[config.mk]
export PLATFORM = sky130hd
export DESIGN_NAME = cigar_string_parser_unit
export DESIGN_NICKNAME = d
export VERILOG_FILES = /design/src/csp_pkg.sv /design/src/csp_front.sv /design/src/csp_queue.sv /design/src/csp_back.sv /design/src/cigar_string_parser_unit.sv
export VERILOG_INCLUDE_DIRS = /design/src /design/src/src
export SDC_FILE = /design/constraint.sdc
export NUM_CORES = 1
export LEC_CHECK = 0
export BUFFER_PORTS_ARGS = -buffer_cell sky130_fd_sc_hd__buf_2
export CORE_UTILIZATION = 45
export CTS_BUF_LIST = sky130_fd_sc_hd__clkbuf_2
export DETAILED_ROUTE_END_ITERATION = 10
export GPL_TIMING_DRIVEN = 0
export MAX_ROUTING_LAYER = met4
export PLACE_DENSITY = 0.64
export SLEW_MARGIN = 20
export SYNTH_ARGS = -nofsm -noshare
export SYNTH_HDL_FRONTEND = slang
export SYNTH_SLANG_ARGS = --single-unit
[constraint.sdc]
create_clock -name aclk -period 6.2 [get_ports aclk]
set_input_delay 0.31 -clock aclk [delete_from_list [all_inputs] [get_ports aclk]]
set_output_delay 0.31 -clock aclk [all_outputs]
set_load 0.01 [all_outputs]
[src/cigar_string_parser_unit_defines.svh]
// assertion macros for the cigar string parser unit
`ifndef CIGAR_STRING_PARSER_UNIT_DEFINES_SVH
`define CIGAR_STRING_PARSER_UNIT_DEFINES_SVH

`ifndef NO_ASSERTIONS

// same-cycle implication under clock and reset
`define CSP_ASSERT_IMP(lbl, ante, cons) \
    lbl: assert property (@(posedge aclk) disable iff (!aresetn) (ante) |-> (cons)) \
        else $error("csp assertion failed");

// next-cycle implication under clock and reset
`define CSP_ASSERT_NXT(lbl, ante, cons) \
    lbl: assert property (@(posedge aclk) disable iff (!aresetn) (ante) |=> (cons)) \
        else $error("csp assertion failed");

`else

`define CSP_ASSERT_IMP(lbl, ante, cons)
`define CSP_ASSERT_NXT(lbl, ante, cons)

`endif

`endif

[src/csp_pkg.sv]
// shared types and constants for the cigar string parser unit
package csp_pkg;

    // field widths
    localparam int CHAR_W   = 8;
    localparam int KIND_W   = 4;
    localparam int DIGIT_W  = 4;
    localparam int OPLEN_W  = 32;
    localparam int STATUS_W = 3;

    // queue between front and back, depth is a power of two
    localparam int QUEUE_DEPTH = 2;
    localparam int QPTR_W      = $clog2(QUEUE_DEPTH);

    // ascii codes
    localparam logic [CHAR_W-1:0] CH_0    = 8'h30;
    localparam logic [CHAR_W-1:0] CH_9    = 8'h39;
    localparam logic [CHAR_W-1:0] CH_M    = 8'h4D;
    localparam logic [CHAR_W-1:0] CH_I    = 8'h49;
    localparam logic [CHAR_W-1:0] CH_D    = 8'h44;
    localparam logic [CHAR_W-1:0] CH_N    = 8'h4E;
    localparam logic [CHAR_W-1:0] CH_S    = 8'h53;
    localparam logic [CHAR_W-1:0] CH_H    = 8'h48;
    localparam logic [CHAR_W-1:0] CH_P    = 8'h50;
    localparam logic [CHAR_W-1:0] CH_EQ   = 8'h3D;
    localparam logic [CHAR_W-1:0] CH_X    = 8'h58;
    localparam logic [CHAR_W-1:0] CH_STAR = 8'h2A;

    // operation kind codes
    localparam logic [KIND_W-1:0] KIND_M  = 4'd0;
    localparam logic [KIND_W-1:0] KIND_I  = 4'd1;
    localparam logic [KIND_W-1:0] KIND_D  = 4'd2;
    localparam logic [KIND_W-1:0] KIND_N  = 4'd3;
    localparam logic [KIND_W-1:0] KIND_S  = 4'd4;
    localparam logic [KIND_W-1:0] KIND_H  = 4'd5;
    localparam logic [KIND_W-1:0] KIND_P  = 4'd6;
    localparam logic [KIND_W-1:0] KIND_EQ = 4'd7;
    localparam logic [KIND_W-1:0] KIND_X  = 4'd8;

    // result status codes
    typedef enum logic [STATUS_W-1:0] {
        ST_OK       = 3'd0,
        ST_EMPTY    = 3'd1,
        ST_OVERFLOW = 3'd2,
        ST_BAD_OP   = 3'd3,
        ST_BAD_END  = 3'd4
    } status_t;

    // classified input item
    typedef struct packed {
        logic                is_digit;
        logic [DIGIT_W-1:0]  digit;
        logic                kind_ok;
        logic [KIND_W-1:0]   kind;
        logic                is_star;
        logic                no_char;
        logic                last;
    } item_t;

    // one result item
    typedef struct packed {
        logic                op_valid;
        logic [OPLEN_W-1:0]  op_length;
        logic [KIND_W-1:0]   op_kind;
        logic                end_of_string;
        status_t             status;
    } result_t;

endpackage

[src/csp_front.sv]
// front stage: accepts characters and classifies them into items
module csp_front (
    input  logic                          aclk,
    input  logic                          aresetn,
    input  logic                          in_valid,
    output logic                          in_ready,
    input  logic [csp_pkg::CHAR_W-1:0]    in_char,
    input  logic                          in_no_char,
    input  logic                          in_last,
    output logic                          push_valid,
    input  logic                          push_ready,
    output csp_pkg::item_t                push_item
);

    logic           valid_reg;
    logic           valid_next;
    csp_pkg::item_t item_reg;
    csp_pkg::item_t item_next;

    // classify the incoming character
    always_comb begin
        item_next          = '0;
        item_next.no_char  = in_no_char;
        item_next.last     = in_last;
        item_next.is_star  = (in_char == csp_pkg::CH_STAR);
        item_next.is_digit = (in_char inside {[csp_pkg::CH_0:csp_pkg::CH_9]});
        item_next.digit    = csp_pkg::DIGIT_W'(in_char - csp_pkg::CH_0);
        item_next.kind_ok  = 1'b1;
        case (in_char)
            csp_pkg::CH_M:  item_next.kind = csp_pkg::KIND_M;
            csp_pkg::CH_I:  item_next.kind = csp_pkg::KIND_I;
            csp_pkg::CH_D:  item_next.kind = csp_pkg::KIND_D;
            csp_pkg::CH_N:  item_next.kind = csp_pkg::KIND_N;
            csp_pkg::CH_S:  item_next.kind = csp_pkg::KIND_S;
            csp_pkg::CH_H:  item_next.kind = csp_pkg::KIND_H;
            csp_pkg::CH_P:  item_next.kind = csp_pkg::KIND_P;
            csp_pkg::CH_EQ: item_next.kind = csp_pkg::KIND_EQ;
            csp_pkg::CH_X:  item_next.kind = csp_pkg::KIND_X;
            default: begin
                item_next.kind    = csp_pkg::KIND_M;
                item_next.kind_ok = 1'b0;
            end
        endcase
    end

    // stage holds one item until the queue takes it
    assign in_ready   = !valid_reg || push_ready;
    assign push_valid = valid_reg;
    assign push_item  = item_reg;

    always_comb begin
        valid_next = valid_reg;
        if (in_ready) begin
            valid_next = in_valid;
        end
    end

    always_ff @(posedge aclk) begin
        if (!aresetn) begin
            valid_reg <= 1'b0;
        end else begin
            valid_reg <= valid_next;
        end
    end

    always_ff @(posedge aclk) begin
        if (in_ready && in_valid) begin
            item_reg <= item_next;
        end
    end

endmodule

[src/csp_queue.sv]
// short fifo of classified items between front and back
module csp_queue (
    input  logic            aclk,
    input  logic            aresetn,
    input  logic            push_valid,
    output logic            push_ready,
    input  csp_pkg::item_t  push_item,
    output logic            pop_valid,
    input  logic            pop_ready,
    output csp_pkg::item_t  pop_item
);

    csp_pkg::item_t                entry_reg [csp_pkg::QUEUE_DEPTH];
    logic [csp_pkg::QPTR_W-1:0]    wr_ptr_reg;
    logic [csp_pkg::QPTR_W-1:0]    rd_ptr_reg;
    logic [csp_pkg::QPTR_W:0]      count_reg;
    logic [csp_pkg::QPTR_W:0]      count_next;
    logic                          do_push;
    logic                          do_pop;

    assign push_ready = (count_reg != (csp_pkg::QPTR_W+1)'(csp_pkg::QUEUE_DEPTH));
    assign pop_valid  = (count_reg != '0);
    assign pop_item   = entry_reg[rd_ptr_reg];
    assign do_push    = push_valid && push_ready;
    assign do_pop     = pop_valid && pop_ready;

    // occupancy update
    always_comb begin
        count_next = count_reg;
        if (do_push && !do_pop) begin
            count_next = count_reg + 1'b1;
        end else if (do_pop && !do_push) begin
            count_next = count_reg - 1'b1;
        end
    end

    always_ff @(posedge aclk) begin
        if (!aresetn) begin
            wr_ptr_reg <= '0;
            rd_ptr_reg <= '0;
            count_reg  <= '0;
        end else begin
            count_reg <= count_next;
            if (do_push) begin
                wr_ptr_reg <= wr_ptr_reg + 1'b1;
            end
            if (do_pop) begin
                rd_ptr_reg <= rd_ptr_reg + 1'b1;
            end
        end
    end

    // entry storage
    always_ff @(posedge aclk) begin
        if (do_push) begin
            entry_reg[wr_ptr_reg] <= push_item;
        end
    end

endmodule

[src/csp_back.sv]
// back stage: parser state, length accumulation and result register
module csp_back #(
    parameter int LENGTH_WIDTH = 32
) (
    input  logic              aclk,
    input  logic              aresetn,
    input  logic              pop_valid,
    output logic              pop_ready,
    input  csp_pkg::item_t    pop_item,
    output logic              res_valid,
    input  logic              res_ready,
    output csp_pkg::result_t  res_data
);

    localparam int EXT_W = LENGTH_WIDTH + 4;

    logic [LENGTH_WIDTH-1:0] acc_reg;
    logic [LENGTH_WIDTH-1:0] acc_next;
    logic                    digit_seen_reg;
    logic                    digit_seen_next;
    logic                    op_seen_reg;
    logic                    op_seen_next;
    logic                    error_hold_reg;
    logic                    error_hold_next;
    logic                    at_start_reg;
    logic                    at_start_next;
    logic                    out_valid_reg;
    logic                    out_valid_next;
    csp_pkg::result_t        out_reg;
    csp_pkg::result_t        res_next;
    logic                    emit;
    logic                    do_pop;
    logic [EXT_W-1:0]        acc_ext;
    logic [EXT_W-1:0]        acc_mac;
    logic                    overflow;

    assign pop_ready = !out_valid_reg || res_ready;
    assign do_pop    = pop_valid && pop_ready;
    assign res_valid = out_valid_reg;
    assign res_data  = out_reg;

    // acc * 10 + digit as shifts and adds, overflow when upper bits set
    assign acc_ext  = EXT_W'(acc_reg);
    assign acc_mac  = (acc_ext << 3) + (acc_ext << 1) + EXT_W'(pop_item.digit);
    assign overflow = (acc_mac[EXT_W-1:LENGTH_WIDTH] != '0);

    // parser decisions for the item at the head of the queue
    always_comb begin
        acc_next        = acc_reg;
        digit_seen_next = digit_seen_reg;
        op_seen_next    = op_seen_reg;
        error_hold_next = error_hold_reg;
        at_start_next   = at_start_reg;
        emit            = 1'b0;
        res_next        = '0;
        res_next.end_of_string = 1'b1;
        res_next.status        = csp_pkg::ST_OK;

        if (error_hold_reg) begin
            // rest of a failed string is dropped
        end else if (pop_item.no_char) begin
            if (pop_item.last) begin
                emit = 1'b1;
                if (at_start_reg) begin
                    res_next.status = csp_pkg::ST_EMPTY;
                end else if (digit_seen_reg || !op_seen_reg) begin
                    res_next.status = csp_pkg::ST_BAD_END;
                end
            end
        end else if (pop_item.is_star && at_start_reg && pop_item.last) begin
            emit            = 1'b1;
            res_next.status = csp_pkg::ST_EMPTY;
        end else begin
            at_start_next = 1'b0;
            if (pop_item.is_digit) begin
                if (overflow) begin
                    emit            = 1'b1;
                    res_next.status = csp_pkg::ST_OVERFLOW;
                    error_hold_next = 1'b1;
                end else begin
                    acc_next        = acc_mac[LENGTH_WIDTH-1:0];
                    digit_seen_next = 1'b1;
                    if (pop_item.last) begin
                        emit            = 1'b1;
                        res_next.status = csp_pkg::ST_BAD_END;
                    end
                end
            end else if (!digit_seen_reg || (acc_reg == '0) || !pop_item.kind_ok) begin
                emit            = 1'b1;
                res_next.status = csp_pkg::ST_BAD_OP;
                error_hold_next = 1'b1;
            end else begin
                emit                   = 1'b1;
                res_next.op_valid      = 1'b1;
                res_next.op_length     = csp_pkg::OPLEN_W'(acc_reg);
                res_next.op_kind       = pop_item.kind;
                res_next.end_of_string = pop_item.last;
                op_seen_next           = 1'b1;
                acc_next               = '0;
                digit_seen_next        = 1'b0;
            end
        end

        // every last item returns the string state to its start
        if (pop_item.last) begin
            acc_next        = '0;
            digit_seen_next = 1'b0;
            op_seen_next    = 1'b0;
            error_hold_next = 1'b0;
            at_start_next   = 1'b1;
        end
    end

    // parser state
    always_ff @(posedge aclk) begin
        if (!aresetn) begin
            acc_reg        <= '0;
            digit_seen_reg <= 1'b0;
            op_seen_reg    <= 1'b0;
            error_hold_reg <= 1'b0;
            at_start_reg   <= 1'b1;
        end else if (do_pop) begin
            acc_reg        <= acc_next;
            digit_seen_reg <= digit_seen_next;
            op_seen_reg    <= op_seen_next;
            error_hold_reg <= error_hold_next;
            at_start_reg   <= at_start_next;
        end
    end

    // output register
    always_comb begin
        out_valid_next = out_valid_reg;
        if (res_ready) begin
            out_valid_next = 1'b0;
        end
        if (do_pop && emit) begin
            out_valid_next = 1'b1;
        end
    end

    always_ff @(posedge aclk) begin
        if (!aresetn) begin
            out_valid_reg <= 1'b0;
        end else begin
            out_valid_reg <= out_valid_next;
        end
    end

    always_ff @(posedge aclk) begin
        if (do_pop && emit) begin
            out_reg <= res_next;
        end
    end

endmodule

[src/cigar_string_parser_unit.sv]
// Top level of the cigar string parser: front classifier, item queue, back parser.
// A character is registered in the front stage, a queue entry and the output register
// before its result is valid. Throughput: one character per cycle unless the output
// stalls, set by the length multiply-add and state update in the back parser.
// Reset: synchronous active-low aresetn empties front stage, queue and output
// register and returns the parser to the start of a string.
`include "cigar_string_parser_unit_defines.svh"

module cigar_string_parser_unit #(
    parameter int LENGTH_WIDTH = 32
) (
    input  logic        aclk,
    input  logic        aresetn,
    input  logic        s_axis_tvalid,
    output logic        s_axis_tready,
    input  logic [7:0]  s_axis_tdata,   // [7:0] character
    input  logic [0:0]  s_axis_tuser,   // [0] no_char
    input  logic        s_axis_tlast,   // last
    output logic        m_axis_tvalid,
    input  logic        m_axis_tready,
    output logic [39:0] m_axis_tdata,   // [31:0] op_length, [35:32] op_kind, [39:36] zero
    output logic [3:0]  m_axis_tuser,   // [0] op_valid, [3:1] status
    output logic        m_axis_tlast    // end_of_string
);

    logic             push_valid;
    logic             push_ready;
    csp_pkg::item_t   push_item;
    logic             pop_valid;
    logic             pop_ready;
    csp_pkg::item_t   pop_item;
    csp_pkg::result_t res_data;

    csp_front u_front (
        .aclk       (aclk),
        .aresetn    (aresetn),
        .in_valid   (s_axis_tvalid),
        .in_ready   (s_axis_tready),
        .in_char    (s_axis_tdata),
        .in_no_char (s_axis_tuser[0]),
        .in_last    (s_axis_tlast),
        .push_valid (push_valid),
        .push_ready (push_ready),
        .push_item  (push_item)
    );

    csp_queue u_queue (
        .aclk       (aclk),
        .aresetn    (aresetn),
        .push_valid (push_valid),
        .push_ready (push_ready),
        .push_item  (push_item),
        .pop_valid  (pop_valid),
        .pop_ready  (pop_ready),
        .pop_item   (pop_item)
    );

    csp_back #(
        .LENGTH_WIDTH (LENGTH_WIDTH)
    ) u_back (
        .aclk      (aclk),
        .aresetn   (aresetn),
        .pop_valid (pop_valid),
        .pop_ready (pop_ready),
        .pop_item  (pop_item),
        .res_valid (m_axis_tvalid),
        .res_ready (m_axis_tready),
        .res_data  (res_data)
    );

    // pack the result item
    assign m_axis_tdata = {4'b0000, res_data.op_kind, res_data.op_length};
    assign m_axis_tuser = {res_data.status, res_data.op_valid};
    assign m_axis_tlast = res_data.end_of_string;

    // an emitted operation carries a nonzero length and ok status
    `CSP_ASSERT_IMP(a_op_len_nonzero, m_axis_tvalid && m_axis_tuser[0], m_axis_tdata[31:0] != 32'd0)
    `CSP_ASSERT_IMP(a_op_status_ok, m_axis_tvalid && m_axis_tuser[0], m_axis_tuser[3:1] == csp_pkg::ST_OK)
    // any result without an operation closes the string
    `CSP_ASSERT_IMP(a_noop_closes, m_axis_tvalid && !m_axis_tuser[0], m_axis_tlast)
    // a full front stage that the queue refuses blocks new input next cycle unless the queue then has room
    `CSP_ASSERT_NXT(a_front_backpressure, push_valid && !push_ready && !s_axis_tready, !s_axis_tready || push_ready)

endmodule
Yosys cells after proc, flatten, opt, wreduce, memory -nomap -nowiden
Memory sizes are Yosys's and may differ from the RTL's. A register that Yosys moved wholly into a read port is not among the register bits.
Cells that the tools add are included.
- reduce and logical (&&, ||, !) cells: 32
- order comparisons: 2
- $add $sub $neg: 7
- mux-type cells: 57
- equality and inequality tests: 18
- operator list (operator ; count):
    32-bit 2-to-1 mux ; 7
    8-bit by 7-bit equality test with 1-bit output, second input constant ; 8
    38-bit 2-to-1 mux ; 1
    1-bit 2-to-1 mux ; 37
    35-bit by 33-bit adder with 36-bit output ; 1
    36-bit by 4-bit adder with 36-bit output ; 1
    32-bit zero test ; 1
    4-bit case mux with 8 select lines ; 1
    3-bit 2-to-1 mux ; 8
    8-bit by 6-bit equality test with 1-bit output, second input constant ; 2
    6-bit AND reduction ; 2
    2-bit by 1-bit inequality test with 1-bit output, second input constant ; 5
    1-bit logical AND ; 9
    9-bit OR reduction ; 1
    8-bit by 6-bit >= comparator with 1-bit output, second input constant ; 1
    8-bit by 6-bit less-or-equal comparator with 1-bit output, second input constant ; 1
    1-bit zero test ; 7
    2-bit 2-to-1 mux ; 3
    3-bit by 2-bit inequality test with 1-bit output, second input constant ; 2
    2-bit nonzero test ; 3
    1-bit logical OR ; 5
    5-bit OR reduction ; 1
    4-bit AND reduction ; 1
    4-bit nonzero test ; 1
    6 further kinds ; 7
- memories kept: 1
- memory bits (writable): 26
- output and inout port bits: 47
- input port bits: 14
- register bits: 96
- word-level logic and storage cells: 139
- memories (memory ; depth ; bits a word ; rd ports ; clocked after Yosys merged registers in ; write ports ; RTL line ; text):
    u_queue.entry_reg ; 2 ; 13 ; 1 ; 1 ; 1 ; csp_queue.sv:13 ; csp_pkg::item_t entry_reg [csp_pkg::QUEUE_DEPTH];

Logic depth before layout (Yosys ltp)
- word-level depth: 10
- mapped depth: 17
- mapped depth without buffers: 14

Modules after synthesis
Synthesis repeated with hierarchy kept, for this count alone.
- cell total of the unflattened synthesis: 671
- area, all modules: 7190.6 um^2
- modules (own cells, without submodules) (module ; cells each ; area each (um^2) ; times used ; sequential area each (um^2)):
    csp_back ; 548 ; 5310.1 ; 1 ; 1971.9
    csp_queue ; 64 ; 1174.9 ; 1 ; 880.8
    csp_front ; 54 ; 671.9 ; 1 ; 410.4
    cigar_string_parser_unit ; 5 ; 33.8 ; 1 ; 0.0

Worst setup path after synthesis
OpenSTA, ideal clock, no wires.
- path type: flip-flop to flip-flop
- start point: reg with a tool-made name
- end point: reg u_back.out_reg (netlist bit u_back.res_data[0]), enable pin
- data required time: 5.805 ns
- slack: 1.423 ns
- stages on the path, launching flop included: 17
- data arrival time: 4.382 ns
- cells stage by stage: dfxtp_1 buf_4 clkbuf_1 mux2_2 ha_1 ha_1 inv_1 fa_1 nand2b_1 a21oi_1 nor4_1 o31ai_1 o31ai_1 and3_4 o211ai_4 o21ai_0 inv_1
- RTL lines (item ; RTL line ; text):
    to (signal assigned) ; csp_back.sv:152 ; out_reg <= res_next;
    to (decl) ; csp_back.sv:29 ; csp_pkg::result_t out_reg;

==> results.py <==
metrics = {
    "worst_setup_path": {
        "cp-end-kind": "flip-flop",
        "r2r_end": "u_back.res_valid$_SDFFE_PN0P_",
        "critPathLaunchType": "flip-flop",
        "worstPathRequired_ns": 6.83,
        "ff2ff_path_depth": 17,
        "criticalPathCategory": "flip-flop to flip-flop",
        "arrival_ns": 5.89,
        "crit_fanout": 10,
        "r2r_slack_ns": 0.94,
    },
    "finish": {
        "drive_above_1_share_pct": 19.3,
        "fin_nets": 815,
        "layout_common_cells": "edfxtp_1 (80), ha_1 (64), buf_2 (56)",
        "fillers": 1375,
        "final_common_cell": "edfxtp_1",
        "multiInputGateArea_sq_um": 3450,
        "syn2layout_area_growth_pct": 13.7,
        "largest_register_ffs": 41,
        "seqCellArea_sq_um": 3260,
        "fin_area_sq_um": 7990,
    },
    "power": {
        "seqPwrFrac_pct": 48.7,
        "p_comb_share_pct": 27.0,
        "powerDensity_nw_per_um2": 278,
        "swShare_pct": 34.0,
        "netSwitchingPower_uw": 755,
        "leakagePower_uw": 0.00337,
        "clkPwrFrac_pct": 24.4,
        "power.internal_uw": 1470,
        "ir_drop_v": 0.000136,
    },
    "floorplan": {
        "initial_core_util_pct": 46.2,
        "core_area_sq_um": 15200,
        "row_count": 45,
        "pin_count": 61,
        "fp.dieW_microns": 127,
        "die_area_sq_um": 16100,
        "die_h_microns": 127,
    },
    "clocking": {
        "insertion_delay_ns": 0.74,
        "cts_tree": "yes",
        "cts_root_buffer": "clkbuf_2",
        "cts_buffers": 17,
        "h-tree-depth": 4,
        "clockBufferDepth": 2,
        "clkSinkCount": 123,
        "clkSlewWorstSetupHoldPaths_ns": 0.22,
        "post-cts-setup-buffers": 0,
    },
    "routing": {
        "wire_per_inst_microns": 16.2,
        "vias": 5191,
        "drt-vias-per-instance": 5.54,
        "wirelength_microns": 15200,
        "drc": 0,
        "drt-initial-drc-count": 350,
        "drtPass1Iterations": 5,
        "final_antenna_net_count": 0,
    },
    "place": {
        "hpwl_microns": 11100,
        "gp_congestion": 0.936,
        "post_dp_cell_area_sq_um": 7570,
        "io_buffer_count": 56,
    },
    "yosys": {
        "synthArstFlopShare_pct": 0,
        "yosysUniqueCellTypes": 71,
        "synth-main-ff-cell": "edfxtp_1",
        "synth_seq_area_share_pct": 46.5,
        "synth.avg_cell_area_sq_um": 11.0,
        "synth-edff-count": 80,
        "synth_area_sq_um": 7020,
        "yosys-top-cells-area": "edfxtp_1 (34%), dfxtp_1 (12%), ha_1 (11%), a22o_1 (3.9%), and2_1 (2.8%)",
        "synth.largest_area_cell": "edfxtp_1",
        "synth_top_area_share_pct": 34.2,
        "synth_warnings": 0,
        "synth_seq_cells": 123,
        "syn_inst": 640,
    },
    "sta": {
        "maxSlewViolCount": 0,
        "skew_ns": 0.0307,
        "fin_setup_tns_ns": 0,
        "rsz0062_at_grt": "false",
        "tightest_slew_ns": 0.715,
        "fin_crit_ns": 5.26,
        "finalHoldViolCount": 0,
        "fmax_mhz": 190,
        "slew_headroom_pct": 52.3,
        "finalSetupViolations": 0,
        "timing.final.crit_share_pct": 84.8,
    },
    "grt": {
        "antenna_found_initial": 1,
        "overflow": 0,
        "grt_pass1_wl_microns": 25200,
        "track_usage_pct": 20.8,
        "grt_pass1_vias": 5130,
        "grt_max_degree": 30,
    },
    "hold_path": {
        "hold_depth": 2,
        "hp-start": "s_axis_tdata[1]",
        "hold_class": "primary input to flip-flop",
        "holdPathEnd": "u_front.push_item[9]$_DFFE_PP_",
    },
    "job": {
        "max_cap_violations": 0,
    },
    "status": {
        "status": "finished, final reports clean",
    },
}
## synthesized netlist by cell type, types with 5 or more instances
cell / number
a21o_1: 5
a21oi_1: 37
a21oi_2: 6
a22o_1: 31
a31oi_1: 7
and2_1: 31
buf_4: 7
buf_6: 11
clkbuf_1: 10
dfxtp_1: 43
edfxtp_1: 80
ha_1: 64
inv_1: 27
mux2_2: 6
mux2i_1: 8
nand2_1: 40
nand2b_1: 8
nand3_1: 7
nand4_1: 9
nor2_1: 39
nor3_1: 12
nor4_1: 12
o211ai_1: 7
o21ai_0: 26
o31ai_1: 6
xnor2_1: 17
xor2_1: 17
## worst max-delay path: stages, from the launching register on
cell,delay [ns]
dfxtp_1,0.36
buf_4,0.13
clkbuf_1,0.55
mux2_2,0.42
ha_1,0.27
ha_1,0.16
inv_1,0.05
fa_1,0.38
nand2b_1,0.21
a21oi_1,0.25
o2111ai_1,0.28
a311oi_1,0.47
o2111ai_1,0.23
a21oi_4,0.19
o211ai_4,0.14
o21ai_0,0.35
a21oi_1,0.12
dlygate4sd3_1,0.56
## kinds of logic (layout without fill, tap and decap cells)
family,Yosys count,count (layout),share of synthesized area [%]
buf+inv,56,161,4.54
fa+ha+maj,66,66,12.0
compound gates,166,166,17.1
other cells,1,5,0.0534
flops,123,123,46.5
xor+xnor,34,34,4.24
mux,14,14,2.10
simple gates,180,180,13.6
## metrics by stage
stage | setup slack [ns] | util, % | total power (uW) | hold WS (ns) | std cells
finish | 0.944 | 52.5 | 2220 | 0.264 | 937
global placement | 0.378 | 49.7 | 1670 | 0.424 | 887
global route | 0.702 | 52.5 | 2350 | 0.208 | 937
CTS | 1.03 | 52.5 | 2250 | 0.212 | 936
detailed placement | 1.08 | 49.8 | 1690 | 0.433 | 888
floorplan | 1.42 | - | 1490 | 0.409 | 643
## power by group through the flow
| stage | combinational, uW | sequential, uW | clock (uW) |
|---|---|---|---|
| 2_1_floorplan | 342 | 1140 | 0 |
| 4_1_cts | 605 | 1080 | 558 |
| 3_3_place_gp | 561 | 1100 | 0 |
| 3_5_place_dp | 592 | 1100 | 0 |
| 6_report | 599 | 1080 | 541 |
| 5_1_grt | 657 | 1100 | 594 |
## final cells by class
cell class,instances,share of cell area [%]
Antenna cell,1,0.0313
Buffer,28,2.68
Clock buffer,19,1.19
Clock inverter,13,1.96
Inverter,28,1.32
Multi-Input combinational cell,464,43.3
Sequential cell,123,40.9
Tap cell,188,2.95
Timing Repair Buffer,73,5.77
## worst max path at each step
stage / start / end
6_report: flip-flop / u_back.res_valid$_SDFFE_PN0P_
5_1_grt: flip-flop / u_back.res_valid$_SDFFE_PN0P_
4_1_cts: flip-flop / u_back.res_valid$_SDFFE_PN0P_
3_5_place_dp: flip-flop / u_back.res_data[17]$_SDFFCE_PP0P_
3_3_place_gp: flip-flop / u_back.res_data[17]$_SDFFCE_PP0P_
2_1_floorplan: flip-flop / u_back.res_data[0]$_SDFFCE_PP0P_
## metal layers
metal	vias up	track usage, %	share of wire (%)
met5	-	-	0
met4	0	9.45	2.5
met3	25	3.80	3.3
met2	110	32.8	47
met1	2468	26.1	48
li1	2588	-	-
## timing repair
item / in CTS / in global routing
gates resized for setup: 0 / 0
setup endpoints to repair: 0 / 0
hold buffers: 16 / 0
hold endpoints to repair: 20 / 0
(Power assumes the default switching activity.)
